`src/egb_pkg.sv`:
```
// ----------------------------------------------------------------------------
// egb_pkg
// Shared types, constants and codes of the elevation grid binner.
// ----------------------------------------------------------------------------
`default_nettype none

package egb_pkg;

    // grid bounds and cell memory geometry
    localparam int MAX_COLS = 128;
    localparam int MAX_ROWS = 128;
    localparam int CELLS    = MAX_COLS * MAX_ROWS;
    localparam int CELL_AW  = $clog2(CELLS);
    localparam int GRID_W   = 8;

    localparam logic [GRID_W-1:0] MAX_COLS_B = GRID_W'(MAX_COLS);
    localparam logic [GRID_W-1:0] MAX_ROWS_B = GRID_W'(MAX_ROWS);

    // field constants
    localparam logic [7:0] GROUND_CLASS = 8'd2;
    localparam logic [3:0] FIRST_RETURN = 4'd1;

    // function codes of an input word
    localparam logic [1:0] FUNC_ADD   = 2'd0;
    localparam logic [1:0] FUNC_READ  = 2'd1;
    localparam logic [1:0] FUNC_CLEAR = 2'd2;

    // register map
    localparam int PADDR_W   = 5;
    localparam int REG_IDX_W = 3;
    localparam logic [REG_IDX_W-1:0] REG_MODE      = 3'd0;
    localparam logic [REG_IDX_W-1:0] REG_BIN_SIZE  = 3'd1;
    localparam logic [REG_IDX_W-1:0] REG_ORIGIN_X  = 3'd2;
    localparam logic [REG_IDX_W-1:0] REG_ORIGIN_Y  = 3'd3;
    localparam logic [REG_IDX_W-1:0] REG_GRID_COLS = 3'd4;
    localparam logic [REG_IDX_W-1:0] REG_GRID_ROWS = 3'd5;

    // queue between front and back
    localparam int QUEUE_DEPTH = 2;

    typedef struct packed {
        logic              mode;
        logic [15:0]       bin_size;
        logic [31:0]       origin_x;
        logic [31:0]       origin_y;
        logic [GRID_W-1:0] grid_cols;
        logic [GRID_W-1:0] grid_rows;
    } egb_cfg_t;

    typedef enum logic [1:0] {
        OP_NONE,
        OP_ADD,
        OP_READ,
        OP_CLEAR
    } egb_op_t;

    typedef struct packed {
        egb_op_t            op;
        logic [CELL_AW-1:0] idx;
        logic [31:0]        z;
        logic [7:0]         cls;
        logic [3:0]         ret;
    } egb_entry_t;

    typedef struct packed {
        logic full;
        logic empty;
    } egb_q_stat_t;

    typedef enum logic [1:0] {
        F_IDLE,
        F_CLASS,
        F_DIV,
        F_PUSH
    } egb_front_state_t;

    typedef enum logic [1:0] {
        B_INIT,
        B_IDLE,
        B_EXEC,
        B_CLEAR
    } egb_back_state_t;

endpackage

`default_nettype wire

```
`src/egb_queue.sv`:
```
// ----------------------------------------------------------------------------
// egb_queue
// Short first-in first-out queue of operations between front and back.
// ----------------------------------------------------------------------------
`default_nettype none

module egb_queue
    import egb_pkg::*;
(
    input  logic        clk,
    input  logic        rst_n,
    input  logic        push,
    input  egb_entry_t  push_entry,
    input  logic        pop,
    output egb_entry_t  head,
    output egb_q_stat_t q_stat
);

    localparam int PTR_W = (QUEUE_DEPTH > 1) ? $clog2(QUEUE_DEPTH) : 1;
    localparam int CNT_W = $clog2(QUEUE_DEPTH + 1);

    egb_entry_t       slot_reg [QUEUE_DEPTH];
    logic [PTR_W-1:0] wr_ptr_reg, wr_ptr_next;
    logic [PTR_W-1:0] rd_ptr_reg, rd_ptr_next;
    logic [CNT_W-1:0] count_reg, count_next;

    // pointer and fill count update
    always_comb
    begin
        wr_ptr_next = wr_ptr_reg;
        rd_ptr_next = rd_ptr_reg;
        count_next  = count_reg;
        if (push)
        begin
            wr_ptr_next = (wr_ptr_reg == PTR_W'(QUEUE_DEPTH - 1)) ? '0 : wr_ptr_reg + 1'b1;
        end
        if (pop)
        begin
            rd_ptr_next = (rd_ptr_reg == PTR_W'(QUEUE_DEPTH - 1)) ? '0 : rd_ptr_reg + 1'b1;
        end
        if (push && !pop)
        begin
            count_next = count_reg + 1'b1;
        end
        else if (pop && !push)
        begin
            count_next = count_reg - 1'b1;
        end
    end

    always_ff @(posedge clk or negedge rst_n)
    begin
        if (!rst_n)
        begin
            wr_ptr_reg <= '0;
            rd_ptr_reg <= '0;
            count_reg  <= '0;
        end
        else
        begin
            wr_ptr_reg <= wr_ptr_next;
            rd_ptr_reg <= rd_ptr_next;
            count_reg  <= count_next;
        end
    end

    // entry storage
    always_ff @(posedge clk)
    begin
        if (push)
        begin
            slot_reg[wr_ptr_reg] <= push_entry;
        end
    end

    assign head         = slot_reg[rd_ptr_reg];
    assign q_stat.full  = (count_reg == CNT_W'(QUEUE_DEPTH));
    assign q_stat.empty = (count_reg == '0);

endmodule

`default_nettype wire

```
`config.mk`:
```
export PLATFORM = sky130hd
export DESIGN_NAME = egb_queue
export DESIGN_NICKNAME = d
export VERILOG_FILES = /design/src/egb_pkg.sv /design/src/egb_queue.sv
export SDC_FILE = /design/constraint.sdc
export NUM_CORES = 1
export LEC_CHECK = 0
export BUFFER_PORTS_ARGS = -buffer_cell sky130_fd_sc_hd__buf_2
export CORE_AREA = 2 2 113 115
export CTS_CLUSTER_SIZE = 25
export DETAILED_ROUTE_END_ITERATION = 7
export DIE_AREA = 0 0 115 117
export PLACE_DENSITY_LB_ADDON = 0.2
export SLEW_MARGIN = 20
export SYNTH_ARGS = -nofsm -noshare
export SYNTH_HDL_FRONTEND = slang
export SYNTH_SLANG_ARGS = --single-unit
export TNS_END_PERCENT = 50
```
`constraint.sdc`:
```
create_clock -name clk -period 4.15 [get_ports clk]
set_input_delay 0.83 -clock clk [delete_from_list [all_inputs] [get_ports clk]]
set_output_delay 0.83 -clock clk [all_outputs]
set_load 0.02 [all_outputs]
```
After elaboration in Yosys (flattened, before gate mapping)
Memories as Yosys holds them, arrays and structs flattened.
Index checks and enable logic that the tools add are counted.

operators by class
  add/sub/neg operators = 4
  equal/unequal tests = 1
  muxes and demuxes = 6
  reductions and logical operators = 6

operators with widths
  cell                 count
  $mux 1               4
  $mux 2               2
  $add 1x1->1 const B  2
  $add 2x1->2 const B  1
  $eq 2x2->1 const B   1
  $logic_and 1x1->1    2
  $logic_not 1->1      2
  $logic_not 2->1      1
  $reduce_bool 2->1    1
  $sub 2x1->2 const B  1

storage, ports and cells
  register bits after elaboration = 4
  RAM bits = 120
  input bits = 64
  output and inout bits = 62
  logic and storage cells = 21
  memories = 1

memory list
  memory    depth  bits a word  rd ports  clocked after memory_dff  write ports  line             text
  slot_reg  2      60           1         0                         1            egb_queue.sv:22  egb_entry_t slot_reg [QUEUE_DEPTH];

Logic depth before layout (Yosys ltp)
  depth in word-level cells = 4
  gate-level depth with buffers = 5
  gate-level depth less buffers = 5

Least setup slack after synthesis
No wires, ideal clock.

  path type = input to register
  from = input push
  to = memory slot_reg[0][0] in the netlist's numbering (enable)
  library setup time = 485 ps
  arrival = 3474 ps
  data required time = 3665 ps
  slack = 191 ps
  stages = 1
  buffers on the path = 0
  path through = nor2b_1

on the way
  word-level cells in the longest chain between the ends = 2

RTL lines
  element                       line             text
  start, declared               egb_queue.sv:12  input logic push,
  $mux 1                        egb_queue.sv:70  if (push)
  $mux 1 (not written as such)  egb_queue.sv:72  slot_reg[wr_ptr_reg] <= push_entry;
  end, declared                 egb_queue.sv:22

Every way passes these cells.

==> metrics.cfg <==
[critical_path]
start_kind = flip-flop
required_ns = 3.32
critPathBufInv = 2
crit_fanout = 35
path_cells = buf_12 -> mux2_2 -> buf_2
critPathSlowestCell = dfrtp_4
worst-setup-path-type = flip-flop to output port
crit_family = flip-flops
slowest_delay_ns = 0.77
cp_data_arrival_time_ns = 2.09
end_kind = output port

[grt]
grt_pass1_wl_mm = 11.74
grt.overflow.total = 0
grt_util_all_layers_pct = 12.46
grt_pass1_vias = 2317
grt_max_degree = 36
antenna_found_initial = 1

[sta]
setup_tns_ns = 0
fmax_mhz = 342.7
worstMarginPinSlew_ns = 0.8537
max_slew_margin_pct = 42.97
skew_ns = 0.004976
grt_setup_unrepaired = no
maxSlewViolCount = 0
finalSetupViolCount = 0
hold_viol_final = 0
layout_setup_ws_ns = 1.232
fin_crit_ns = 2.918
timing.final.crit_share_pct = 70.31

[die]
dieArea_um2 = 13460
ios = 126
rows = 41
die_x_um = 115
dieHeight_um = 117
core_um2 = 12310
start_util_pct = 39.14

[status]
status = finished clean

[clock_tree]
htreeDepth = 4
hold_buffers = 0
cts-root-buf = clkbuf_16
cts_setup_buffers = 0
path_clk_slew_ns = 0.05
clk_latency_ns = 0.41
cts_resized = 0
cts_inserted_buffers = 17
cts_buffer_depth = 2
clkSinkCount = 124
cts_tree = yes

[power]
seqPwrFrac_pct = 38.4
p_sw_share_pct = 29.28
p_sw_w = 0.001381
internal_power_w = 0.003335
power_density_nw_per_um2 = 763.3
combPwrFrac_pct = 29.6
p_clk_share_pct = 32.1
p_leak_nw = 2.532
max-vdd-ir-drop_mv = 0.3443

[placement]
dp_hpwl_mm = 5.229
dpl_worst_slack_ns = 1.640
io_buffer_count = 125
place_area_um2 = 5563
gp_congestion = 0.6357

[synthesis]
syn-num-nets = 268
synth_top_flop_cell = edfxtp_1
synth_area_leader_cell = edfxtp_1
yosys-top-cells-area = edfxtp_1, mux2_4, buf_12, dfrtp_1, xor2_1
syn_inst = 203
netlist_area_um2 = 4818
ys_seq_area_share_pct = 76.86
synth_edf_count = 120
yosys-top-cells-count = edfxtp_1, mux2_4, buf_12, dfrtp_1, xor2_1
synth-warning-count = 0
synth-seq-cells = 124
synthArstFlopShare_pct = 3.226
synthDistinctLibCells = 13
yosys.cell_count.top_type = edfxtp_1
synth_top_area_share_pct = 74.79
syn_avg_cell_area_um2 = 23.74

[routing]
post_drt_wl_per_cell_um = 15.80
first_pass_iters = 4
first_iter_violations = 123
drc = 0
viasPerCell = 4.541
ant_nets = 0
routed_wl_mm = 8.027
vias = 2307

[final_layout]
largest_reg_flops = 120
nFillCells = 1037
diodes = 0
drive_gt1_share_pct = 62.57
final_area_um2 = 6178
fin_nets = 410
final_core_util_pct = 50.18
area_growth_syn_to_layout_pct = 28.23

[hold_path]
worstHoldPathType = input pin to async pin

[job]
cap_violations = 0

path summary, 6_finish.rpt:
| path | startpoint | end | slack (ns) | depth (start not counted) |
|---|---|---|---|---|
| max | rd_ptr_reg | head[43] | 1.23 | 3 |
| min | rst_n | count_reg[0] | 0.21 | 1 |
| max reg2reg | wr_ptr_reg | slot_reg[0][46] | 2.31 | 2 |
| min reg2reg | count_reg[1] | count_reg[1] | 0.51 | 1 |
| max in group asynchronous | rst_n | rd_ptr_reg | 3.81 | 1 |
| min in group clk | count_reg[1] | count_reg[1] | 0.51 | 1 |
metal layers:
metal | share of wire, % | GRT usage (%)
met1 | 42 | 13.99
met2 | 47 | 19.02
met3 | 8.1 | 6.179
met4 | 2.3 | 7.952
met5 | 0.15 | 0
per-stage QoR:
stage / instances / hold slack, ns / power (W)
after floorplan: 203 / 0.4555 / 0.002964
after global placement: 476 / 0.4741 / 0.003248
after detailed placement: 476 / 0.5034 / 0.003264
after CTS: 508 / 0.1942 / 0.004789
after global routing: 508 / 0.1953 / 0.004938
final: 508 / 0.2089 / 0.004716
logic make-up after synthesis:
kind of cell,after synthesis,synth area share [%]
XOR/XNOR,5,0.9088
adder cells (fa/ha/maj),1,0.2596
buffers and inverters,8,2.804
flip-flops,124,76.86
multiplexers,60,18.62
AND/OR/NAND/NOR,5,0.5454
power groups by stage:
| stage | clock (W) | combinational (W) | sequential [W] |
|---|---|---|---|
| floorplan | 0 | 0.00121 | 0.00176 |
| global placement | 0 | 0.00142 | 0.00183 |
| detailed placement | 0 | 0.00142 | 0.00184 |
| CTS | 0.00155 | 0.00143 | 0.00182 |
| global route | 0.00161 | 0.00149 | 0.00184 |
| finish | 0.00151 | 0.00139 | 0.00181 |
layout by cell type, fill, tap and decap left out, types with 2 or more instances in the layout:
cell type / Yosys / layout
nor2_1: 2 / 2
buf_4: 0 / 4
buf_2: 0 / 125
clkinvlp_4: 0 / 3
edfxtp_1: 120 / 120
clkinv_2: 0 / 6
mux2_4: 59 / 59
xor2_1: 4 / 4
bufinv_16: 0 / 4
clkbuf_16: 0 / 17
dfrtp_1: 4 / 3
final cells by class:
cell class / count / area, um2 / area share (%)
Inverter: 1 / 3.754 / 0.06075
Clock buffer: 19 / 442.9 / 7.169
Tap cell: 150 / 187.7 / 3.038
Sequential cell: 124 / 3707 / 60.00
Timing Repair Buffer: 130 / 675.6 / 10.94
Multi-Input combinational cell: 71 / 988.4 / 16.00
Clock inverter: 13 / 172.7 / 2.795
worst register-to-register path: stages (launching register included):
cell     delay, ns
dfrtp_1       0.42
nor2b_4       0.69
buf_4         0.40
No activity file was read; power rests on OpenSTA's default activity.
