==> config.mk <==
export PLATFORM = sky130hd
export DESIGN_NAME = egb_front
export DESIGN_NICKNAME = d
export VERILOG_FILES = /design/src/egb_pkg.sv /design/src/egb_front.sv
export SDC_FILE = /design/constraint.sdc
export NUM_CORES = 1
export LEC_CHECK = 0
export BUFFER_PORTS_ARGS = -buffer_cell sky130_fd_sc_hd__buf_4
export CORE_ASPECT_RATIO = 0.6
export CORE_MARGIN = 5
export CORE_UTILIZATION = 30
export DETAILED_ROUTE_END_ITERATION = 7
export GPL_TIMING_DRIVEN = 1
export HOLD_SLACK_MARGIN = 0.03
export PLACE_DENSITY = 0.44
export SLEW_MARGIN = 0
export SYNTH_ARGS = -nofsm -noshare
export SYNTH_HDL_FRONTEND = slang
export SYNTH_SLANG_ARGS = --single-unit
==> constraint.sdc <==
create_clock -name clk -period 9.3 [get_ports clk]
set_clock_uncertainty 0.1 [all_clocks]
set_input_delay 0.93 -clock clk [delete_from_list [all_inputs] [get_ports clk]]
set_output_delay 0.93 -clock clk [all_outputs]
set_load 0.01 [all_outputs]
==> src/egb_pkg.sv <==
// ----------------------------------------------------------------------------
// egb_pkg
// Shared types, constants and codes of the elevation grid binner.
// ----------------------------------------------------------------------------
`default_nettype none

package egb_pkg;

    // grid bounds and cell memory geometry
    localparam int MAX_COLS = 128;
    localparam int MAX_ROWS = 128;
    localparam int CELLS    = MAX_COLS * MAX_ROWS;
    localparam int CELL_AW  = $clog2(CELLS);
    localparam int GRID_W   = 8;

    localparam logic [GRID_W-1:0] MAX_COLS_B = GRID_W'(MAX_COLS);
    localparam logic [GRID_W-1:0] MAX_ROWS_B = GRID_W'(MAX_ROWS);

    // field constants
    localparam logic [7:0] GROUND_CLASS = 8'd2;
    localparam logic [3:0] FIRST_RETURN = 4'd1;

    // function codes of an input word
    localparam logic [1:0] FUNC_ADD   = 2'd0;
    localparam logic [1:0] FUNC_READ  = 2'd1;
    localparam logic [1:0] FUNC_CLEAR = 2'd2;

    // register map
    localparam int PADDR_W   = 5;
    localparam int REG_IDX_W = 3;
    localparam logic [REG_IDX_W-1:0] REG_MODE      = 3'd0;
    localparam logic [REG_IDX_W-1:0] REG_BIN_SIZE  = 3'd1;
    localparam logic [REG_IDX_W-1:0] REG_ORIGIN_X  = 3'd2;
    localparam logic [REG_IDX_W-1:0] REG_ORIGIN_Y  = 3'd3;
    localparam logic [REG_IDX_W-1:0] REG_GRID_COLS = 3'd4;
    localparam logic [REG_IDX_W-1:0] REG_GRID_ROWS = 3'd5;

    // queue between front and back
    localparam int QUEUE_DEPTH = 2;

    typedef struct packed {
        logic              mode;
        logic [15:0]       bin_size;
        logic [31:0]       origin_x;
        logic [31:0]       origin_y;
        logic [GRID_W-1:0] grid_cols;
        logic [GRID_W-1:0] grid_rows;
    } egb_cfg_t;

    typedef enum logic [1:0] {
        OP_NONE,
        OP_ADD,
        OP_READ,
        OP_CLEAR
    } egb_op_t;

    typedef struct packed {
        egb_op_t            op;
        logic [CELL_AW-1:0] idx;
        logic [31:0]        z;
        logic [7:0]         cls;
        logic [3:0]         ret;
    } egb_entry_t;

    typedef struct packed {
        logic full;
        logic empty;
    } egb_q_stat_t;

    typedef enum logic [1:0] {
        F_IDLE,
        F_CLASS,
        F_DIV,
        F_PUSH
    } egb_front_state_t;

    typedef enum logic [1:0] {
        B_INIT,
        B_IDLE,
        B_EXEC,
        B_CLEAR
    } egb_back_state_t;

endpackage

`default_nettype wire

==> src/egb_front.sv <==
// ----------------------------------------------------------------------------
// egb_front
// Takes input words, bins points through a two-bit-per-cycle divider and
// hands classified operations to the queue.
// ----------------------------------------------------------------------------
`default_nettype none

module egb_front
    import egb_pkg::*;
(
    input  logic               clk,
    input  logic               rst_n,
    input  logic               take,
    input  logic [1:0]         func,
    input  logic signed [31:0] point_x,
    input  logic signed [31:0] point_y,
    input  logic signed [31:0] point_z,
    input  logic [7:0]         point_class,
    input  logic [3:0]         return_number,
    input  logic [CELL_AW-1:0] read_cell,
    input  egb_cfg_t           cfg,
    input  egb_q_stat_t        q_stat,
    output logic               idle,
    output logic               push,
    output egb_entry_t         push_entry
);

    localparam int QUOT_W    = 8;
    localparam int DIV_STEPS = QUOT_W / 2;
    localparam int STEP_W    = $clog2(DIV_STEPS);
    localparam int REM_W     = 16 + QUOT_W;

    egb_front_state_t state_reg, state_next;
    logic [STEP_W-1:0] step_reg, step_next;

    logic [1:0]         func_reg;
    logic [31:0]        z_reg;
    logic [7:0]         cls_reg;
    logic [3:0]         ret_reg;
    logic [CELL_AW-1:0] rc_reg;
    logic [32:0]        dx_reg, dy_reg;
    logic [REM_W-1:0]   rem_x_reg, rem_y_reg, dv_reg;
    logic [QUOT_W-1:0]  q_x_reg, q_y_reg;
    logic               drop_x_reg, drop_y_reg;

    logic [REM_W:0]   cls_x, cls_y;
    logic [REM_W+1:0] stp_x, stp_y;

    logic [GRID_W-1:0] eff_cols, eff_rows;
    logic [15:0]       row_base, idx_wide, area;
    logic              in_x, in_y, read_ok;
    egb_op_t           op;

    // drop flag and starting remainder of one axis; small negative offsets
    // land in bin zero
    function automatic logic [REM_W:0] classify(input logic [32:0] d,
                                                input logic [15:0] cs);
        logic [32:0]      sum;
        logic             in_neg;
        logic             big;
        logic             drop;
        logic [REM_W-1:0] rem;
        sum    = d + {17'd0, cs};
        in_neg = !sum[32] && (sum != 33'd0);
        big    = (d[31:REM_W] != '0) || (d[REM_W-1:0] >= {cs, {QUOT_W{1'b0}}});
        drop   = (cs == 16'd0) || (d[32] ? !in_neg : big);
        rem    = d[32] ? '0 : d[REM_W-1:0];
        return {drop, rem};
    endfunction

    // two restoring steps: quotient bits against dv and dv/2
    function automatic logic [REM_W+1:0] div_step(input logic [REM_W-1:0] rem,
                                                  input logic [REM_W-1:0] dv);
        logic [REM_W:0]   t1;
        logic [REM_W:0]   t2;
        logic [REM_W-1:0] r1;
        logic [REM_W-1:0] r2;
        logic             b1;
        logic             b2;
        t1 = {1'b0, rem} - {1'b0, dv};
        b1 = !t1[REM_W];
        r1 = b1 ? t1[REM_W-1:0] : rem;
        t2 = {1'b0, r1} - {2'b0, dv[REM_W-1:1]};
        b2 = !t2[REM_W];
        r2 = b2 ? t2[REM_W-1:0] : r1;
        return {b1, b2, r2};
    endfunction

    assign cls_x = classify(dx_reg, cfg.bin_size);
    assign cls_y = classify(dy_reg, cfg.bin_size);
    assign stp_x = div_step(rem_x_reg, dv_reg);
    assign stp_y = div_step(rem_y_reg, dv_reg);

    // state register
    always_ff @(posedge clk or negedge rst_n)
    begin
        if (!rst_n)
        begin
            state_reg <= F_IDLE;
            step_reg  <= '0;
        end
        else
        begin
            state_reg <= state_next;
            step_reg  <= step_next;
        end
    end

    // next state and queue push
    always_comb
    begin
        state_next = state_reg;
        step_next  = step_reg;
        push       = 1'b0;
        case (state_reg)
            F_IDLE:
            begin
                if (take)
                begin
                    state_next = (func == FUNC_ADD) ? F_CLASS : F_PUSH;
                end
            end
            F_CLASS:
            begin
                state_next = F_DIV;
                step_next  = '0;
            end
            F_DIV:
            begin
                step_next = step_reg + 1'b1;
                if (step_reg == STEP_W'(DIV_STEPS - 1))
                begin
                    state_next = F_PUSH;
                end
            end
            F_PUSH:
            begin
                if (!q_stat.full)
                begin
                    push       = 1'b1;
                    state_next = F_IDLE;
                end
            end
            default:
            begin
                state_next = F_IDLE;
            end
        endcase
    end

    assign idle = (state_reg == F_IDLE);

    // capture of the word, offsets and divider
    always_ff @(posedge clk)
    begin
        if (take)
        begin
            func_reg <= func;
            z_reg    <= point_z;
            cls_reg  <= point_class;
            ret_reg  <= return_number;
            rc_reg   <= read_cell;
            dx_reg   <= {point_x[31], point_x} - {cfg.origin_x[31], cfg.origin_x};
            dy_reg   <= {point_y[31], point_y} - {cfg.origin_y[31], cfg.origin_y};
        end
        if (state_reg == F_CLASS)
        begin
            drop_x_reg <= cls_x[REM_W];
            drop_y_reg <= cls_y[REM_W];
            rem_x_reg  <= cls_x[REM_W-1:0];
            rem_y_reg  <= cls_y[REM_W-1:0];
            dv_reg     <= {1'b0, cfg.bin_size, {(QUOT_W-1){1'b0}}};
            q_x_reg    <= '0;
            q_y_reg    <= '0;
        end
        else if (state_reg == F_DIV)
        begin
            rem_x_reg <= stp_x[REM_W-1:0];
            rem_y_reg <= stp_y[REM_W-1:0];
            q_x_reg   <= {q_x_reg[QUOT_W-3:0], stp_x[REM_W+1:REM_W]};
            q_y_reg   <= {q_y_reg[QUOT_W-3:0], stp_y[REM_W+1:REM_W]};
            dv_reg    <= dv_reg >> 2;
        end
    end

    // grid bounds and cell index of the word
    always_comb
    begin
        eff_cols = (cfg.grid_cols > MAX_COLS_B) ? MAX_COLS_B : cfg.grid_cols;
        eff_rows = (cfg.grid_rows > MAX_ROWS_B) ? MAX_ROWS_B : cfg.grid_rows;
        in_x     = !drop_x_reg && (q_x_reg < eff_cols);
        in_y     = !drop_y_reg && (q_y_reg < eff_rows);
        row_base = 16'(q_y_reg) * 16'(eff_cols);
        idx_wide = row_base + 16'(q_x_reg);
        area     = 16'(eff_cols) * 16'(eff_rows);
        read_ok  = 16'(rc_reg) < area;
        case (func_reg)
            FUNC_ADD:   op = (in_x && in_y) ? OP_ADD : OP_NONE;
            FUNC_READ:  op = read_ok ? OP_READ : OP_NONE;
            FUNC_CLEAR: op = OP_CLEAR;
            default:    op = OP_NONE;
        endcase
    end

    assign push_entry = '{
        op:  op,
        idx: (func_reg == FUNC_READ) ? rc_reg : idx_wide[CELL_AW-1:0],
        z:   z_reg,
        cls: cls_reg,
        ret: ret_reg
    };

endmodule

`default_nettype wire

==> Word-level counts from Yosys, hierarchy flattened <==
Index checks and enable logic that the tools add are counted.
{ "classes": {"n_reduce_logical": 29, "n_addsub": 10, "n_mux": 28, "multipliers": 2, "n_eq_ne": 9, "n_lt_le_gt_ge": 7} }
{ "ops": {"columns": ["operator", "n"], "rows": [
  ["2-to-1 mux 24 bit", 10],
  ["adder 33 x 16 -> 33 bit", 2],
  ["nonzero test 33 bit", 2],
  ["subtractor 32 x 32 -> 33 bit", 2],
  ["subtractor 24 x 22 -> 25 bit", 2],
  ["subtractor 24 x 23 -> 25 bit", 2],
  [">= comparator 24 bit", 2],
  ["2-to-1 mux 23 bit", 2],
  ["> comparator 8 bit (second input constant)", 2],
  ["zero test 16 bit", 1],
  ["< comparator 14 x 16 -> 1 bit", 1],
  ["< comparator 8 bit", 2],
  ["multiplier 8 x 8 -> 16 bit", 1],
  ["2-to-1 mux 8 bit", 2],
  ["nonzero test 8 bit", 2],
  ["adder 14 x 8 -> 14 bit", 1],
  ["multiplier 8 x 8 -> 14 bit", 1],
  ["2-to-1 mux 14 bit", 1],
  ["zero test 1 bit", 10],
  ["2-to-1 mux 2 bit", 5],
  ["equality test 2 bit (second input constant)", 4],
  ["case mux 2 bit (4 select lines)", 1],
  ["zero test 2 bit", 3],
  ["inequality test 2 bit (second input constant)", 3],
  ["9 further kinds", 21]
]} }
{ "totals": {"regBits": 219, "inputBits": 226, "output_inout_bits": 62} }

==> Logic depth before layout (Yosys ltp) <==
Gate-level depths: netlist (run 1).
{ "logic_depth": {"ltp_word": 7, "ltp_mapped": 27, "ltp_nobuf": 26} }

==> Least setup slack after synthesis (run 1) <==
OpenSTA, ideal clock, no wires.
{ "synth_timing": {"path_kind": "input to output", "startpoint": "in cfg[15] (netlist bit)", "endpoint": "out push_entry[59] (netlist bit)", "path_buffers": 1, "t_arrival_ps": 5856, "path_stages": 23, "setup_slack_ps": 2414, "cell_sequence": "clkbuf_1 > nor2b_1 > clkinv_1 > nor2_1 > fa_1 > fa_1 > fa_1 > inv_1 > fa_1 > inv_1 > ha_1 > a21oi_1 > nor2b_1 > o2111ai_1 > nand2_1 > nor2_1 > xor2_1 > ha_1 > nand4_1 > nor2_1 > o2111ai_1 > a32oi_1 > o2111ai_1"} }
{ "synth_rtl": {"columns": ["item", "line", "text"], "rows": [
  ["from (decl)", "egb_front.sv:21", "input egb_cfg_t cfg,"],
  ["to (decl)", "egb_front.sv:25", "output egb_entry_t push_entry"]
]} }

==> run_results.csv, run 1 <==
group,metric,value,unit
global_route,antenna_found_initial,0,
critical_path,critPathCaptureType,"output pin",
timing,tightest_slew,1110,ps
placed_design,portBuffers,285,
logic_synthesis,synth-async-reset-ratio,0.0183,
global_route,grt_pass1_wl,124,mm
critical_path,crit_buf_inv,5,
routing,drc,0,
logic_synthesis,synthCells,2769,
routing,drtIter0Drc,1740,
final_layout,drive_above_1_share,0.130,
placed_design,dp_hpwl,64.9,mm
critical_path,crit_start,"cfg[15]",
logic_synthesis,synth_area_leaders,"edfxtp_1 24%, ha_1 16%, fa_1 7.2%, inv_1 4.8%, o21ai_0 3.7%",
critical_path,r2r-start,"rem_y_reg[0]",
final_layout,synthToLayoutAreaGrowth,17.5,%
critical_path,critPathMaxFanout,17,
global_route,overflow,0,
cts,clkSinkCount,219,
worst_hold_path,hold_class,"in -> reg",
global_route,grt.total_usage,0.181,
die,design.die.area,86900,um2
logic_synthesis,yosysTopAreaCellShare,0.238,
critical_path,crit_path_start_kind,"input pin",
timing,fmax,123,MHz
final_layout,n_antenna_cell,0,
die,io_pins,288,
cts,htree_levels,1,
logic_synthesis,yosysTopAreaCell,"edfxtp_1",
critical_path,crit_end,"push_entry[59]",
run,cap_violations,0,
timing,min_period,8160,ps
routing,firstDrtPassIters,5,
timing,drv_slew,0,
timing,rsz0062_at_grt,"false",
timing,hold_viol,0,
timing,tns,0,ps
logic_synthesis,synth_edf_count,192,
die,start_util,0.304,
die,core,79900,um2
critical_path,required,8270,ps
cts,clk-insertion-delay-late,620,ps
final_layout,nets,3662,
critical_path,worstReg2RegEnd,"rem_y_reg[20]",
logic_synthesis,yosysSeqAreaShare,0.261,
timing,period_share,0.877,
cts,cts_setup_buffers,0,
die,rows,80,
global_route,grt_pass1_vias,21000,
routing,totalWireLength,80.7,mm
timing,relSlewSlack,0.262,
logic_synthesis,synth_flop_cell,"edfxtp_1",
cts,clockBufferDepth,3,
placed_design,gp_congestion,0.884,
logic_synthesis,ys_ff_latch,219,
logic_synthesis,synth_fp_nets,3397,
final_layout,fill_cells,8313,
logic_synthesis,yosysWarnings,0,
die,die_y,230,um
critical_path,path_depth,24,
logic_synthesis,avgSynthCellArea,8.77,um2
global_route,grt_max_degree,74,
critical_path,path_class,"in -> out",
die,die_w,377,um
critical_path,crit_chain,"buf_4 -> nor2b_1 -> clkinv_1 -> nor2_1 -> fa_1 -> fa_1 -> fa_1 -> inv_1 -> fa_1 -> inv_1 -> ha_1 -> a21oi_1 -> nor2b_1 -> o2111ai_1 -> nand2_1 -> nor2_1 -> xor2_1 -> ha_1 -> nand4_1 -> nor2_1 -> o2111ai_1 -> a32oi_1 -> o2111ai_1 -> buf_4",
critical_path,cpPeakStageDelay,640,ps
cts,clkSlewWorstSetupHoldPaths,70,ps
critical_path,reg2reg_depth,23,
routing,num_vias,21200,
cts,numCtsBuffers,28,
timing,setup_violations,0,
cts,cts_root_buf,"clkbuf_16",
logic_synthesis,ys_types,91,
routing,antenna_left,0,
cts,cts_tree,"built",
critical_path,cpMaxStageDelayCell,"fa_1",
run_status,status,"complete, no violations",
routing,wire_per_inst,19.6,um
logic_synthesis,syn_area,24300,um2
critical_path,reg2reg_slack,2030,ps
critical_path,cp_common_cell,"fa_1",
critical_path,worstPathArrival,7130,ps
critical_path,path_delay_family,"adder cells",
routing,via_per_inst,5.15,
==> logic make-up (layout without fill, tap and decap cells) <==
logic type,Yosys count,count (layout),synth area share
compound gates,719,719,0.193
xor+xnor,153,153,0.0552
fa+ha+maj,402,402,0.234
buf+inv,381,668,0.0607
flops,219,219,0.261
mux,74,74,0.0315
simple gates,821,821,0.165
==> through the flow <==
step | instances | cell area, um2 | hold WS (ps) | setup slack [ps] | util
after floorplan | 2769 | 24300 | 383 | 2410 | -
after global placement | 4069 | 27600 | 396 | 1310 | 0.345
after detailed placement | 4069 | 27600 | 417 | 1210 | 0.345
after CTS | 4122 | 28500 | 317 | 1180 | 0.357
after global routing | 4122 | 28500 | 334 | 651 | 0.357
final | 4122 | 28500 | 376 | 1140 | 0.357
==> worst reg2reg max path: stages, from the launching register on <==
cell and delay (ps):
edfxtp_1 370, inv_1 90, ha_1 190, inv_1 60
fa_1 420, a211oi_1 310, o21ai_0 270, and4_1 330
o21bai_1 280, a21o_1 500, mux2_2 270, ha_1 170
inv_1 70, fa_1 430, a21o_1 170, a21oi_1 270
o21ai_0 150, a41oi_2 380, o211ai_1 280, o31ai_4 390
o211ai_1 330, or2_2 710, o31ai_1 400, nor3_1 80
==> how the worst min path moves through the flow <==
stage                          start    endpoint  depth (start not counted)
detailed placement         dv_reg[3]   dv_reg[3]                          2
global route        return_number[0]  ret_reg[0]                          1
CTS                      point_z[26]   z_reg[26]                          1
finish                   point_z[26]   z_reg[26]                          1
global placement           dv_reg[3]   dv_reg[3]                          2
floorplan                  dv_reg[8]   dv_reg[6]                          2
==> area by class of cell <==
class | instances | area [um2] | area share
Clock buffer | 34 | 733 | 0.0257
Timing Repair Buffer | 302 | 2270 | 0.0797
Tap cell | 1066 | 1330 | 0.0468
Clock inverter | 18 | 203 | 0.00710
Multi-Input combinational cell | 2169 | 16500 | 0.578
Sequential cell | 219 | 6330 | 0.222
Inverter | 314 | 1180 | 0.0413
==> cells in the final DEF (no fill, tap or decap), types with 10 or more instances in the layout <==
master / count
nand4_1: 29
nor4_1: 14
nand3_1: 48
edfxtp_1: 192
nor2b_1: 51
nand2_1: 225
o21bai_1: 21
fa_1: 87
a21boi_0: 10
o22ai_1: 12
o21ai_1: 11
o31ai_1: 18
o211ai_1: 16
o21a_1: 37
a21o_1: 74
a211oi_1: 17
clkbuf_16: 28
or3_1: 23
o2111ai_1: 12
nand3b_1: 12
o21ai_0: 180
ha_1: 313
a31oi_1: 29
and2_1: 43
inv_1: 310
and3_1: 31
nand2b_1: 39
a211o_1: 13
xor2_1: 55
mux2i_1: 57
buf_4: 300
dfxtp_1: 23
nor3_1: 46
xnor2_1: 98
a21oi_1: 170
mux2_2: 16
nor2_1: 217
==> metal layers <==
layer / track usage / routed length [um]
met3: 0.0384 / 5250
met4: 0.0238 / 1090
met1: 0.291 / 43200
met2: 0.250 / 31200
met5: 0 / 0
==> cell usage after synthesis, types with 29 or more instances <==
| library cell | number |
|---|---|
| a31oi_1 | 29 |
| mux2i_1 | 57 |
| fa_1 | 87 |
| nand2b_1 | 39 |
| edfxtp_1 | 192 |
| o21ai_0 | 180 |
| nand2_1 | 225 |
| and3_1 | 31 |
| nor2_1 | 218 |
| xnor2_1 | 98 |
| o21a_1 | 37 |
| clkbuf_1 | 47 |
| xor2_1 | 55 |
| ha_1 | 315 |
| a21o_1 | 74 |
| inv_1 | 310 |
| nand4_1 | 29 |
| and2_1 | 43 |
| nor2b_1 | 51 |
| a21oi_1 | 170 |
| nor3_1 | 46 |
| nand3_1 | 48 |
==> timing repair <==
item / CTS / global route
hold buffers: 1 / 0
hold endpoints to repair: 4 / 0
resized for setup: 0 / 0
Power of run 1 is left out: the tool's default activity adds up to more than one toggle a clock period on the data nets, which glitch-free logic cannot reach.
==> run 2: changes to the inputs <==
==> constraint.sdc (replaced) <==
create_clock -name clk -period 7.72 [get_ports clk]
set_clock_uncertainty 0.1 [all_clocks]
set_input_delay 0.772 -clock clk [delete_from_list [all_inputs] [get_ports clk]]
set_output_delay 0.772 -clock clk [all_outputs]
set_load 0.01 [all_outputs]
==> run 2 against run 1 <==
Wire length rose by 1.0%. Worst hold slack worse by 140 ps. Sequential share of layout area is 0.071 points lower. Count of clock-buffer cells in the layout is 1 higher. Critical path type unchanged.
==> run_results.csv, run 2 (same netlist as run 1, synthesis figures left out) <==
group,metric,value,unit
run_status,status,"complete, no violations",
routing,drc,0,
die,die_y,230,um
routing,antenna_left,0,
final_layout,fill_cells,8264,
global_route,grt_pass1_vias,21000,
final_layout,drive_above_1_share,0.133,
critical_path,critPathMaxFanout,11,
timing,hold_viol,0,
final_layout,register_area,6330,um2
final_layout,nets,3672,
timing,tns,0,ps
worst_hold_path,min_path_cells,1,
cts,clockBufferDepth,3,
final_layout,n_antenna_cell,0,
cts,cts_tree,"built",
critical_path,path_class,"in -> out",
die,start_util,0.304,
routing,num_vias,21300,
critical_path,r2r-start,"dv_reg[2]",
critical_path,reg2reg_depth,25,
die,io_pins,288,
die,core,79900,um2
routing,totalWireLength,81.6,mm
worst_hold_path,hold_class,"in -> reg",
critical_path,reg2reg_slack,680,ps
routing,via_per_inst,5.15,
final_layout,synthToLayoutAreaGrowth,17.9,%
die,die_w,377,um
timing,fmax,137,MHz
global_route,antenna_found_initial,1,
cts,htree_levels,1,
final_layout,layout_common_cells,"313 x ha_1, 309 x inv_1, 309 x buf_4, 225 x nand2_1, 217 x nor2_1",
critical_path,worstPathArrival,6420,ps
timing,min_period,7300,ps
final_layout,final_common_cell,"ha_1",
die,design.die.area,86900,um2
timing,setup_violations,0,
cts,clk-insertion-delay-late,610,ps
placed_design,gp_congestion,0.901,
critical_path,worstReg2RegEnd,"rem_x_reg[9]",
timing,tightest_slew,1160,ps
cts,clkSinkCount,219,
timing,period_share,0.945,
critical_path,required,6850,ps
global_route,grt.total_usage,0.183,
routing,firstDrtPassIters,6,
global_route,grt_max_degree,85,
placed_design,dp_hpwl,66.2,mm
critical_path,critPathCaptureType,"output pin",
die,rows,80,
placed_design,portBuffers,285,
final_layout,multi_input_comb_area,16500,um2
cts,clkSlewWorstSetupHoldPaths,70,ps
cts,numCtsBuffers,27,
timing,relSlewSlack,0.229,
routing,drtIter0Drc,1707,
global_route,grt_pass1_wl,126,mm
timing,rsz0062_at_grt,"false",
cts,cts_root_buf,"clkbuf_16",
timing,drv_slew,0,
routing,wire_per_inst,19.8,um
run,cap_violations,0,
worst_hold_path,min_to,"rc_reg[2]",
critical_path,crit_path_start_kind,"input pin",
global_route,overflow,0,
worst_hold_path,hp-start,"read_cell[2]",
## run 2: area by class of cell
cell class / instances / share of cell area
clock buffer: 35 / 0.0269
clock inverter: 14 / 0.00507
inverter: 314 / 0.0413
multi-input combinational: 2169 / 0.576
sequential: 219 / 0.221
tap: 1066 / 0.0466
timing repair buffer: 313 / 0.0829
## run 2: routing by layer
| metal | GRT usage | up-vias | share of wire |
|---|---|---|---|
| li1 | - | 10500 | - |
| met1 | 0.305 | 10100 | 0.55 |
| met2 | 0.245 | 579 | 0.38 |
| met3 | 0.0312 | 56 | 0.062 |
| met4 | 0.0250 | 0 | 0.013 |
| met5 | 0 | - | 0 |
## run 2: repair_timing
action | CTS | global route
endpoints found under the setup margin | 0 | 1
buffers inserted | 0 | 1
endpoints found under the hold margin | 4 | 0
hold buffers | 1 | 0
gates resized for setup | 0 | 5
## run 2: worst max-delay path by stage
stage,startpoint,to,cells after the start
2_1_floorplan,cfg[15],push_entry[59],23
3_3_place_gp,cfg[15],push_entry[59],24
3_5_place_dp,cfg[15],push_entry[59],24
4_1_cts,cfg[15],push_entry[59],24
5_1_grt,dv_reg[2],rem_x_reg[9],25
6_report,cfg[15],push_entry[59],25
## run 2: stage by stage
| stage | utilization | hold WS, ps | instances | setup slack [ps] | area (um2) |
|---|---|---|---|---|---|
| finish | 0.358 | 234 | 4130 | 425 | 28600 |
| global route | 0.358 | 204 | 4130 | 3.80 | 28600 |
| CTS | 0.358 | 191 | 4129 | 150 | 28600 |
| detailed placement | 0.346 | 416 | 4079 | 180 | 27700 |
| global placement | 0.346 | 395 | 4079 | 278 | 27700 |
| floorplan | - | 376 | 2769 | 1150 | 24300 |
## run 2: critical path: stages
cell	delay, ps
buf_4	160
nor2b_1	160
buf_6	200
clkinvlp_4	180
nor2_1	190
fa_1	470
fa_1	520
fa_1	550
inv_1	60
fa_1	650
inv_1	70
ha_1	340
a21oi_1	220
nor2b_1	90
o2111ai_1	210
nand2_1	100
nor2_1	130
xor2_1	100
ha_1	300
nand4_1	90
nor2_1	160
o2111ai_1	140
a32oi_1	220
o2111ai_1	140
buf_4	180
Power of run 2 is left out for the same reason.
