[src/egb_pkg.sv]
// ----------------------------------------------------------------------------
// egb_pkg
// Shared types, constants and codes of the elevation grid binner.
// ----------------------------------------------------------------------------
`default_nettype none

package egb_pkg;

    // grid bounds and cell memory geometry
    localparam int MAX_COLS = 128;
    localparam int MAX_ROWS = 128;
    localparam int CELLS    = MAX_COLS * MAX_ROWS;
    localparam int CELL_AW  = $clog2(CELLS);
    localparam int GRID_W   = 8;

    localparam logic [GRID_W-1:0] MAX_COLS_B = GRID_W'(MAX_COLS);
    localparam logic [GRID_W-1:0] MAX_ROWS_B = GRID_W'(MAX_ROWS);

    // field constants
    localparam logic [7:0] GROUND_CLASS = 8'd2;
    localparam logic [3:0] FIRST_RETURN = 4'd1;

    // function codes of an input word
    localparam logic [1:0] FUNC_ADD   = 2'd0;
    localparam logic [1:0] FUNC_READ  = 2'd1;
    localparam logic [1:0] FUNC_CLEAR = 2'd2;

    // register map
    localparam int PADDR_W   = 5;
    localparam int REG_IDX_W = 3;
    localparam logic [REG_IDX_W-1:0] REG_MODE      = 3'd0;
    localparam logic [REG_IDX_W-1:0] REG_BIN_SIZE  = 3'd1;
    localparam logic [REG_IDX_W-1:0] REG_ORIGIN_X  = 3'd2;
    localparam logic [REG_IDX_W-1:0] REG_ORIGIN_Y  = 3'd3;
    localparam logic [REG_IDX_W-1:0] REG_GRID_COLS = 3'd4;
    localparam logic [REG_IDX_W-1:0] REG_GRID_ROWS = 3'd5;

    // queue between front and back
    localparam int QUEUE_DEPTH = 2;

    typedef struct packed {
        logic              mode;
        logic [15:0]       bin_size;
        logic [31:0]       origin_x;
        logic [31:0]       origin_y;
        logic [GRID_W-1:0] grid_cols;
        logic [GRID_W-1:0] grid_rows;
    } egb_cfg_t;

    typedef enum logic [1:0] {
        OP_NONE,
        OP_ADD,
        OP_READ,
        OP_CLEAR
    } egb_op_t;

    typedef struct packed {
        egb_op_t            op;
        logic [CELL_AW-1:0] idx;
        logic [31:0]        z;
        logic [7:0]         cls;
        logic [3:0]         ret;
    } egb_entry_t;

    typedef struct packed {
        logic full;
        logic empty;
    } egb_q_stat_t;

    typedef enum logic [1:0] {
        F_IDLE,
        F_CLASS,
        F_DIV,
        F_PUSH
    } egb_front_state_t;

    typedef enum logic [1:0] {
        B_INIT,
        B_IDLE,
        B_EXEC,
        B_CLEAR
    } egb_back_state_t;

endpackage

`default_nettype wire

[src/egb_regs.sv]
// ----------------------------------------------------------------------------
// egb_regs
// APB register file holding mode, cell size, origin and grid shape.
// ----------------------------------------------------------------------------
`default_nettype none

module egb_regs
    import egb_pkg::*;
(
    input  logic               clk,
    input  logic               rst_n,
    input  logic               psel,
    input  logic               penable,
    input  logic               pwrite,
    input  logic [PADDR_W-1:0] paddr,
    input  logic [31:0]        pwdata,
    output logic [31:0]        prdata,
    output logic               pready,
    output egb_cfg_t           cfg
);

    logic              mode_reg;
    logic [15:0]       bin_size_reg;
    logic [31:0]       origin_x_reg;
    logic [31:0]       origin_y_reg;
    logic [GRID_W-1:0] grid_cols_reg;
    logic [GRID_W-1:0] grid_rows_reg;

    logic                 wr_en;
    logic [REG_IDX_W-1:0] reg_idx;

    assign pready  = 1'b1;
    assign wr_en   = psel && penable && pwrite;
    assign reg_idx = paddr[PADDR_W-1:2];

    // register writes
    always_ff @(posedge clk or negedge rst_n)
    begin
        if (!rst_n)
        begin
            mode_reg      <= 1'b0;
            bin_size_reg  <= 16'd1000;
            origin_x_reg  <= 32'd0;
            origin_y_reg  <= 32'd0;
            grid_cols_reg <= MAX_COLS_B;
            grid_rows_reg <= MAX_ROWS_B;
        end
        else if (wr_en)
        begin
            case (reg_idx)
                REG_MODE:      mode_reg      <= pwdata[0];
                REG_BIN_SIZE:  bin_size_reg  <= pwdata[15:0];
                REG_ORIGIN_X:  origin_x_reg  <= pwdata;
                REG_ORIGIN_Y:  origin_y_reg  <= pwdata;
                REG_GRID_COLS: grid_cols_reg <= pwdata[GRID_W-1:0];
                REG_GRID_ROWS: grid_rows_reg <= pwdata[GRID_W-1:0];
                default:       ;
            endcase
        end
    end

    // read back
    always_comb
    begin
        case (reg_idx)
            REG_MODE:      prdata = {31'd0, mode_reg};
            REG_BIN_SIZE:  prdata = {16'd0, bin_size_reg};
            REG_ORIGIN_X:  prdata = origin_x_reg;
            REG_ORIGIN_Y:  prdata = origin_y_reg;
            REG_GRID_COLS: prdata = {{(32-GRID_W){1'b0}}, grid_cols_reg};
            REG_GRID_ROWS: prdata = {{(32-GRID_W){1'b0}}, grid_rows_reg};
            default:       prdata = 32'd0;
        endcase
    end

    assign cfg = '{
        mode:      mode_reg,
        bin_size:  bin_size_reg,
        origin_x:  origin_x_reg,
        origin_y:  origin_y_reg,
        grid_cols: grid_cols_reg,
        grid_rows: grid_rows_reg
    };

endmodule

`default_nettype wire

[config.mk]
export PLATFORM = sky130hd
export DESIGN_NAME = egb_regs
export DESIGN_NICKNAME = d
export VERILOG_FILES = /design/src/egb_pkg.sv /design/src/egb_regs.sv
export SDC_FILE = /design/constraint.sdc
export NUM_CORES = 1
export LEC_CHECK = 0
export BUFFER_PORTS_ARGS = -buffer_cell sky130_fd_sc_hd__buf_4
export CAP_MARGIN = 20
export CORE_ASPECT_RATIO = 0.8
export CORE_MARGIN = 2
export CORE_UTILIZATION = 35
export DETAILED_ROUTE_END_ITERATION = 8
export HOLD_SLACK_MARGIN = 0.08
export PLACE_DENSITY = 0.59
export SYNTH_ARGS = -nofsm -noshare
export SYNTH_HDL_FRONTEND = slang
export SYNTH_SLANG_ARGS = --single-unit
[constraint.sdc]
create_clock -name clk -period 1.37 [get_ports clk]
set_input_delay 0.0685 -clock clk [delete_from_list [all_inputs] [get_ports clk]]
set_output_delay 0.0685 -clock clk [all_outputs]
set_load 0.05 [all_outputs]
# Word-level counts from Yosys, hierarchy flattened

Cells that the tools add are included.

Multiplexer cells: 1
Reductions and logical operators: 9
Equal/unequal tests: 5

Operators by type and width:

| operator             | count |
|---|---|
| $pmux W32 S6         | 1 |
| $reduce_and A2 Y1    | 6 |
| $eq A3 B2 Y1 const B | 2 |
| $eq A3 B3 Y1 const B | 2 |
| $eq A3 B1 Y1 const B | 1 |
| $logic_not A3 Y1     | 1 |
| $logic_and A1 B1 Y1  | 2 |

Logic and storage cells: 21
Output and inout bits: 130
Register bits after elaboration: 97
Input bits: 42

# Longest topological paths before layout

Gate-level depths: netlist (run 1).

Word-level depth: 3
Mapped depth: 5
Mapped depth without buffers: 3

# Least setup slack after synthesis (run 1)

OpenSTA, ideal clock, no wires.

Path kind: register to output
From: register grid_rows_reg[0]
To: output prdata[0]
Cell stages (with the launch flop): 3
Data required time: 1,302 ps
Arrival time: 1,859 ps
Slack: -557 ps
Path through: dfrtp_1 mux2i_1 o21ai_0

Word-level cells in the longest chain between the ends: 1

Ends and longest elaborated chain:

| what                   | RTL line       | text |
|---|---|---|
| from (decl)            | egb_regs.sv:27 | `logic [GRID_W-1:0] grid_rows_reg;` |
| from (signal assigned) | egb_regs.sv:56 | `REG_GRID_ROWS: grid_rows_reg <= pwdata[GRID_W-1:0];` |
| $pmux W32 S6           | egb_regs.sv:65 | `case (reg_idx)` |
| to (decl)              | egb_regs.sv:17 | `output logic [31:0] prdata,` |

Every way passes these cells.

# Worst setup path in the final report (run 1)

From: register origin_x_reg[13]
To: output prdata[13]

Word-level cells in the longest chain between the ends: 1

Ends and longest elaborated chain:

| what                   | RTL line       | text |
|---|---|---|
| from (decl)            | egb_regs.sv:24 | `logic [31:0] origin_x_reg;` |
| from (signal assigned) | egb_regs.sv:53 | `REG_ORIGIN_X: origin_x_reg <= pwdata;` |
| $pmux W32 S6           | egb_regs.sv:65 |  |

Every way passes these cells.

==> results of run 1 <==
-- power groups by stage --
stage | Combinational, µW | Clock [µW] | Sequential, µW
floorplan | 1390 | 0 | 5840
global placement | 4780 | 0 | 3960
detailed placement | 4820 | 0 | 3980
CTS | 5350 | 2790 | 3890
global route | 5640 | 2920 | 3980
finish | 5410 | 2720 | 3900
-- timing repair --
action | CTS | global route
hold endpoints to repair | 186 | 0
pin swaps | 9 | 10
buffers inserted | 30 | 6
setup endpoints to repair | 16 | 16
gates resized for setup | 45 | 12
hold buffers | 33 | 0
-- cell type report --
| type | count | area [µm²] | area share (%) |
|---|---|---|---|
| clock buffers | 12 | 246 | 3.31 |
| clock inverters | 4 | 76.3 | 1.03 |
| multi-input cells | 208 | 2300 | 30.9 |
| flip-flops and latches | 97 | 2440 | 32.8 |
| well taps | 175 | 219 | 2.94 |
| repair buffers | 254 | 2160 | 29.1 |
-- routing by layer --
metal | wire length, µm | GRT usage [%] | part of all wire, % | up-vias
met5 | 0 | 0 | 0 | -
met3 | 1000 | 6.75 | 7.9 | 14
met1 | 5550 | 23.8 | 43 | 1812
met4 | 143 | 4.79 | 1.1 | 0
li1 | - | - | - | 1663
met2 | 6070 | 30.0 | 48 | 114
-- cell families after synthesis --
logic type             after synthesis  share of synthesized area [%]
muxes                              138                           33.8
and+or+nand+nor                     52                           5.91
buffers and inverters               23                           3.14
DFF                                 97                           54.1
other                                1                         0.0832
AOI/OAI and AO/OA                   17                           3.03
-- how the worst max path moves through the flow --
stage                      from         end
2_1_floorplan          paddr[2]  prdata[21]
3_3_place_gp           paddr[2]  prdata[15]
3_5_place_dp           paddr[2]  prdata[12]
4_1_cts        origin_x_reg[13]  prdata[13]
5_1_grt        origin_x_reg[13]  prdata[13]
6_report       origin_x_reg[13]  prdata[13]
-- through the flow --
step	total power, µW	setup slack [ns]
floorplan	7230	-0.162
global placement	8750	-0.0924
detailed placement	8810	-0.123
CTS	12000	-0.143
global route	12500	-0.199
finish	12000	-0.148
-- critical path, cell delays in order, from the launching register on --
cell	delay, ns
dfrtp_1	0.40
mux2_4	0.28
a22oi_2	0.23
nor2_4	0.05
buf_8	0.15
-- synth_stat cells, drive strengths merged (2+ instances only) --
library cell  number
dfstp              8
dfrtp             89
mux2             112
nor2b              2
o221ai             7
nand2             15
buf               16
mux2i             26
nor3               2
nand2b             2
nor2              27
clkbuf             7
a22oi              8
==> flow_metrics.env, run 1 <==
export IMPL_post_route_period_util_pct=111
export IMPL_fin_cells=750
export IMPL_grt_setup_unrepaired="true"
export IMPL_min_from="paddr[3]"
export IMPL_p_sw_uw=4890
export IMPL_start_util_pct=35.4
export IMPL_cp_data_arrival_time_ns=1.45
export IMPL_fin_tns_setup_ns=-1.01
export IMPL_worst_pin_slew_ns=0.554
export IMPL_post_dp_hpwl_um=8680
export IMPL_port_buffers=168
export IMPL_hold_class="in -> reg"
export IMPL_layout_commonest_cell="buf_4"
export IMPL_leakagePower_uw=0.00357
export IMPL_cp_max_fo=2
export IMPL_gp_congestion=0.734
export IMPL_cts_tree="done"
export IMPL_async_reset_ff_share_pct=100
export IMPL_grtUsageTotal_pct=18.6
export IMPL_synth_edff_count=0
export IMPL_grt_max_degree=98
export IMPL_final_layout_size_suffix_gt1_share_pct=71.0
export IMPL_min_path_cells=3
export IMPL_syn_num_nets=370
export IMPL_synth_top_area_share_pct=49.4
export IMPL_grt_pass1_vias=3700
export IMPL_ys_seq_area_share_pct=54.1
export IMPL_synth_warnings=0
export IMPL_cts_buffer_depth=2
export IMPL_netlist_instances=328
export IMPL_diodes=0
export IMPL_core_area_mm2=0.0127
export IMPL_syn_area_per_cell_um2=13.7
export IMPL_clock_sinks=97
export IMPL_htreeDepth=3
export IMPL_synthFlopType="dfrtp_1"
export IMPL_cts_root_buf="clkbuf_16"
export IMPL_worstSkewPairLatency_ns=0.34
export IMPL_irDropWorstVdd_uv=897
export IMPL_clk_pin_slew_worst_paths_ns=0.07
export IMPL_rrSetupSlack_ns=0.35
export IMPL_die_w_um=131
export IMPL_sw_frac_of_total_pct=40.6
export IMPL_p_seq_share_pct=32.4
export IMPL_ioPinCount=172
export IMPL_cts_inserted_buffers=9
export IMPL_syn_area_mm2=0.00451
export IMPL_finalHoldWorstSlack_ns=0.241
export IMPL_clockPowerShare_pct=22.6
export IMPL_vias=3603
export IMPL_wl_per_cell_um=17.0
export IMPL_slew_violations=0
export IMPL_failed_checks="setup timing"
export IMPL_max_freq_mhz=659
export IMPL_p_per_area_mw_per_mm2=1620
export IMPL_end_kind="primary output"
export IMPL_combPwrFrac_pct=45.0
export IMPL_setup_viol=16
export IMPL_die_h_um=105
export IMPL_firstDrtPassIters=4
export IMPL_hold_violations=0
export IMPL_nets=612
export IMPL_p_int_uw=7140
export IMPL_area_delta_synth_final_pct=65.1
export IMPL_fin_crit_ns=1.52
export IMPL_ff2ff_path_depth=3
export IMPL_yosysTopAreaCell="dfrtp_1"
export IMPL_r2r_start="origin_y_reg[12]"
export IMPL_drc=0
export IMPL_cp_start_kind="flop"
export IMPL_grt_first_pass_wirelength_um=19900
export IMPL_routed_wl_um=12800
export IMPL_grt_overflow=0
export IMPL_yosys_top_cells_area="dfrtp_1 (49%), mux2_2 (27%), mux2i_1 (5.8%)"
export IMPL_cp_required_ns=1.30
export IMPL_vias_per_cell=4.80
export IMPL_postPlaceCellArea_mm2=0.00630
export IMPL_ant_nets=0
export IMPL_worstHoldEndpoint="mode_reg"
export IMPL_first_iter_violations=90
export IMPL_setup_slack_ns=-0.148
export IMPL_postLayoutCellArea_mm2=0.00744
export IMPL_final_fill_count=1080
export IMPL_dp_cells=665
export IMPL_post_route_util_pct=58.4
export IMPL_antenna_found_initial=0
export IMPL_core_rowCount=37
export IMPL_relSlewSlack_pct=62.9
export IMPL_maxCapViolations=0
export IMPL_ys_ff_latch=97
export IMPL_status="finished, violations left"
export IMPL_skew_ns=0
export IMPL_dieArea_mm2=0.0138
export IMPL_ys_types=25
export IMPL_layout_common_cells="buf_4 (197), mux2_2 (98), dfrtp_1 (89)"
export IMPL_worstSetupPathType="reg -> out"
export IMPL_r2r_end="origin_y_reg[12]"
(Power assumes the default switching activity.)
==> run 2, diff against run 1 <==
--- a/config.mk
+++ b/config.mk
@@ -9,10 +9,10 @@
 export CAP_MARGIN = 20
 export CORE_ASPECT_RATIO = 0.8
 export CORE_MARGIN = 2
-export CORE_UTILIZATION = 35
+export CORE_UTILIZATION = 45
 export DETAILED_ROUTE_END_ITERATION = 8
 export HOLD_SLACK_MARGIN = 0.08
-export PLACE_DENSITY = 0.59
+export PLACE_DENSITY = 0.73
 export SYNTH_ARGS = -nofsm -noshare
 export SYNTH_HDL_FRONTEND = slang
 export SYNTH_SLANG_ARGS = --single-unit
==> run 2 against run 1 <==
Effect of this change: the run still ends with setup timing left; die area is 22% lower; maximum frequency is 0.94% higher; clock power rose by 3%; routed wire length is 5.2% higher; final cell count fell by 3.1%; sequential cell count did not move; core utilization grew 19 points; worst hold slack got worse by 0.084 ns; sequential share of layout area fell by 0.25 points.
==> flow_metrics.env, run 2 (synthesis gave the netlist of run 1 again) <==
export IMPL_worstSkewPairLatency_ns=0.34
export IMPL_postLayoutCellArea_mm2=0.00750
export IMPL_hold_class="in -> async"
export IMPL_vias_per_cell=5.09
export IMPL_critPathSlowestCell="dfrtp_1"
export IMPL_layout_common_cells="buf_4 (214), mux2_2 (99), dfrtp_1 (89)"
export IMPL_wl_per_cell_um=18.5
export IMPL_drc=0
export IMPL_gp_congestion=0.751
export IMPL_leakagePower_uw=0.00365
export IMPL_htreeDepth=3
export IMPL_total_power_uw=12300
export IMPL_slew_violations=0
export IMPL_routed_wl_um=13400
export IMPL_cp_start_kind="flop"
export IMPL_postPlaceCellArea_mm2=0.00628
export IMPL_setup_viol=16
export IMPL_status="finished, violations left"
export IMPL_relSlewSlack_pct=64.0
export IMPL_grtUsageTotal_pct=24.7
export IMPL_cp_required_ns=1.30
export IMPL_core_rowCount=32
export IMPL_max_freq_mhz=665
export IMPL_irDropWorstVdd_uv=1080
export IMPL_start_util_pct=46.5
export IMPL_fin_crit_ns=1.50
export IMPL_crit_family="flip-flops"
export IMPL_grt_first_pass_wirelength_um=20400
export IMPL_cts_inserted_buffers=9
export IMPL_cts_buffer_depth=2
export IMPL_worstSetupPathType="reg -> out"
export IMPL_grt_pass1_vias=3832
export IMPL_clock_sinks=97
export IMPL_p_per_area_mw_per_mm2=1630
export IMPL_skew_ns=0
export IMPL_crit_chain="mux2_4 > a22oi_2 > nor2_4 > buf_6"
export IMPL_vias=3698
export IMPL_ant_nets=0
export IMPL_area_delta_synth_final_pct=66.3
export IMPL_nets=628
export IMPL_pre_cts_slack_ns=-0.130
export IMPL_max_stage_delay_ns=0.38
export IMPL_clk_pin_slew_worst_paths_ns=0.06
export IMPL_maxCapViolations=0
export IMPL_port_buffers=168
export IMPL_layout_commonest_cell="buf_4"
export IMPL_diodes=0
export IMPL_cts_root_buf="clkbuf_16"
export IMPL_hold_violations=0
export IMPL_post_route_period_util_pct=110
export IMPL_setup_slack_ns=-0.134
export IMPL_cp_num_buf_inv=1
export IMPL_cp_data_arrival_time_ns=1.44
export IMPL_grt_setup_unrepaired="true"
export IMPL_worst_pin_slew_ns=0.538
export IMPL_grt_overflow=0
export IMPL_end_kind="primary output"
export IMPL_dieArea_mm2=0.0108
export IMPL_ioPinCount=172
export IMPL_post_dp_hpwl_um=8820
export IMPL_final_layout_size_suffix_gt1_share_pct=71.7
export IMPL_cts_tree="done"
export IMPL_die_h_um=93.5
export IMPL_antenna_found_initial=0
export IMPL_finalHoldWorstSlack_ns=0.157
export IMPL_failed_checks="setup timing"
export IMPL_core_area_mm2=0.00969
export IMPL_firstDrtPassIters=4
export IMPL_die_w_um=116
export IMPL_first_iter_violations=89
export IMPL_fin_tns_setup_ns=-1.21
export IMPL_grt_max_degree=42
export IMPL_cp_max_fo=2
[run 2: cell types whose count changed in the layout (fill, tap and decap cells not counted), sizes merged]
cell | before | now
buf | 221 | 237
bufinv | 2 | 3
clkbuf | 12 | 13
clkinv | 1 | 0
clkinvlp | 1 | 0
[run 2: path summary, 6_finish.rpt]
kind                                   from              end  slack (ns)  cells after the start
max                        origin_x_reg[13]       prdata[13]       -0.13                      4
min                                   rst_n  origin_y_reg[5]        0.16                      2
max reg2reg                 origin_y_reg[9]  origin_y_reg[9]        0.34                      3
min reg2reg                 origin_y_reg[4]  origin_y_reg[4]        0.52                      1
max in group asynchronous             rst_n  bin_size_reg[8]        0.64                      3
min in group clk                   paddr[3]         mode_reg        0.25                      3
[run 2: stage by stage]
stage / util, % / cells
6_report: 77.4 / 727
5_1_grt: 77.4 / 727
4_1_cts: 75.7 / 715
3_5_place_dp: 64.9 / 634
3_3_place_gp: 64.9 / 634
2_1_floorplan: - / 328
[run 2: power by group]
part           total, µW  internal (µW)  switching, µW
clock               2800           1790           1010
sequential          3920           3460            456
combinational       5530           2090           3450
[run 2: repair_timing]
item / in CTS / in global routing
gates resized for setup: 41 / 17
setup buffers: 32 / 12
hold endpoints to repair: 188 / 0
pin swaps: 9 / 12
setup endpoints to repair: 16 / 17
hold buffers: 33 / 0
[run 2: cell type report]
type                    instances  area [µm²]
repair buffers                270        2260
clock inverters                 3        90.1
well taps                     136         170
clock buffers                  13         240
flip-flops and latches         97        2440
fillers                       614        2190
multi-input cells             208        2300
[run 2: layer usage]
metal,vias up,routed length [µm],global-route usage (%)
li1,1696,-,-
met1,1865,5690,31.3
met2,123,6810,43.0
met3,14,787,5.83
met4,0,140,5.36
met5,-,0,0
==> run 3, diff against run 2 <==
--- a/config.mk
+++ b/config.mk
@@ -7,7 +7,6 @@
 export LEC_CHECK = 0
 export BUFFER_PORTS_ARGS = -buffer_cell sky130_fd_sc_hd__buf_4
 export CAP_MARGIN = 20
-export CORE_ASPECT_RATIO = 0.8
 export CORE_MARGIN = 2
 export CORE_UTILIZATION = 45
 export DETAILED_ROUTE_END_ITERATION = 8
==> constraint.sdc (replaced) <==
create_clock -name clk -period 1.4 [get_ports clk]
set_input_delay 0.07 -clock clk [delete_from_list [all_inputs] [get_ports clk]]
set_output_delay 0.07 -clock clk [all_outputs]
set_load 0.05 [all_outputs]
==> run 3 against run 2 <==
Effect of this change: the flow still finishes with violations (setup timing); clock skew unchanged; clock power down 14%; core utilization down 1.0 points; largest cell class unchanged; highest routed layer unchanged.
==> flow_metrics.env, run 3 (synthesis gave the netlist of run 1 again) <==
export IMPL_clock_sinks=97
export IMPL_hold_violations=0
export IMPL_end_kind="primary output"
export IMPL_cp_required_ns=1.33
export IMPL_maxCapViolations=0
export IMPL_layout_commonest_cell="buf_4"
export IMPL_worstSetupPathType="reg -> out"
export IMPL_p_per_area_mw_per_mm2=1560
export IMPL_cts_root_buf="clkbuf_8"
export IMPL_skew_ns=0
export IMPL_ant_nets=0
export IMPL_crit_chain="mux2_2 > a22oi_2 > nor2_4 > buf_6"
export IMPL_leakagePower_uw=0.00363
export IMPL_clk_pin_slew_worst_paths_ns=0.10
export IMPL_vias_per_cell=5.14
export IMPL_cts_buffer_depth=2
export IMPL_cts_inserted_buffers=9
export IMPL_die_h_um=104
export IMPL_slew_violations=0
export IMPL_worst_pin_slew_ns=0.542
export IMPL_worstSkewPairLatency_ns=0.37
export IMPL_firstDrtPassIters=4
export IMPL_htreeDepth=3
export IMPL_post_route_util_pct=76.4
export IMPL_irDropWorstVdd_uv=922
export IMPL_max_freq_mhz=656
export IMPL_pre_cts_slack_ns=-0.0861
export IMPL_nets=626
export IMPL_grt_setup_unrepaired="true"
export IMPL_status="finished, violations left"
export IMPL_max_stage_delay_ns=0.39
export IMPL_relSlewSlack_pct=63.7
export IMPL_crit_family="flip-flops"
export IMPL_post_dp_hpwl_um=8790
export IMPL_critPathSlowestCell="dfrtp_1"
export IMPL_vias=3708
export IMPL_total_power_uw=11600
export IMPL_area_delta_synth_final_pct=64.9
export IMPL_port_buffers=168
export IMPL_cts_tree="done"
export IMPL_core_area_mm2=0.00973
export IMPL_antenna_found_initial=0
export IMPL_core_rowCount=36
export IMPL_die_w_um=104
export IMPL_cp_max_fo=2
export IMPL_gp_congestion=0.780
export IMPL_first_iter_violations=89
export IMPL_cp_start_kind="flop"
export IMPL_drc=0
export IMPL_grt_pass1_vias=3849
export IMPL_post_route_period_util_pct=109
export IMPL_failed_checks="setup timing"
export IMPL_start_util_pct=46.3
export IMPL_grtUsageTotal_pct=24.4
export IMPL_layout_common_cells="buf_4 (211), mux2_2 (99), dfrtp_1 (89)"
export IMPL_cp_num_buf_inv=1
export IMPL_wl_per_cell_um=18.4
export IMPL_routed_wl_um=13300
export IMPL_grt_first_pass_wirelength_um=20700
export IMPL_fin_crit_ns=1.52
export IMPL_setup_slack_ns=-0.124
export IMPL_grt_max_degree=34
export IMPL_final_layout_size_suffix_gt1_share_pct=72.8
export IMPL_dieArea_mm2=0.0108
export IMPL_setup_viol=16
export IMPL_hold_class="in -> async"
export IMPL_cp_data_arrival_time_ns=1.45
export IMPL_ioPinCount=172
export IMPL_diodes=0
export IMPL_grt_overflow=0
run 3: cell count changes in the layout (fill, tap and decap cells not counted), moves of 2 or more:
cell and delta:
buf_6 +2, nor2_4 -3, clkbuf_8 +11, clkbuf_16 -9, buf_4 -3, nor2_2 +7
nor2_1 -4, buf_12 +2, clkbuf_1 -4, buf_8 -3
run 3: where the power goes:
| group | switching, µW | leakage [µW] | total [µW] | internal (µW) |
|---|---|---|---|---|
| sequential | 436 | 0.00122 | 3820 | 3380 |
| clock | 963 | 0.000140 | 2420 | 1460 |
| combinational | 3360 | 0.00227 | 5370 | 2020 |
run 3: area by class of cell:
type,count,area (µm²)
clock buffer,11,151
clock inverter,5,125
fill,640,2300
multi-input combinational,208,2290
sequential,97,2440
tap,133,166
timing repair buffer,268,2250
run 3: through the flow:
| step | hold slack, ns | cells | area [µm²] | setup TNS, ns |
|---|---|---|---|---|
| after global placement | -0.0182 | 633 | 6310 | -0.770 |
| after detailed placement | -0.0205 | 633 | 6310 | -0.733 |
| final | 0.120 | 722 | 7430 | -1.17 |
| after global routing | 0.144 | 722 | 7430 | -1.93 |
| after CTS | 0.112 | 715 | 7310 | -1.38 |
| after floorplan | -0.226 | 328 | 4720 | -0.367 |
run 3: worst paths after layout:
| path | start | endpoint | slack, ns | cells past startpoint |
|---|---|---|---|---|
| worst max-delay path | origin_y_reg[13] | prdata[13] | -0.12 | 4 |
| worst min-delay path | rst_n | origin_y_reg[9] | 0.12 | 2 |
| worst max register to register | origin_x_reg[15] | origin_x_reg[15] | 0.38 | 3 |
| worst min register to register | origin_x_reg[29] | origin_x_reg[29] | 0.54 | 1 |
| max in group asynchronous | rst_n | bin_size_reg[6] | 0.70 | 3 |
| min in group clk | paddr[3] | mode_reg | 0.20 | 3 |
run 3: per-layer routing:
| metal | global-route usage (%) | wire length [µm] |
|---|---|---|
| met5 | 0 | 0 |
| met4 | 9.07 | 280 |
| met3 | 5.45 | 828 |
| met2 | 42.1 | 6650 |
| met1 | 29.9 | 5500 |
run 3: timing repair:
| item | 4_1_cts | 5_1_grt |
|---|---|---|
| endpoints found under the setup margin | 16 | 16 |
| hold buffers | 33 | 0 |
| cloned | 0 | 0 |
| setup buffers | 33 | 7 |
| resized for setup | 39 | 16 |
| endpoints found under the hold margin | 193 | 0 |
| pin swaps | 8 | 11 |
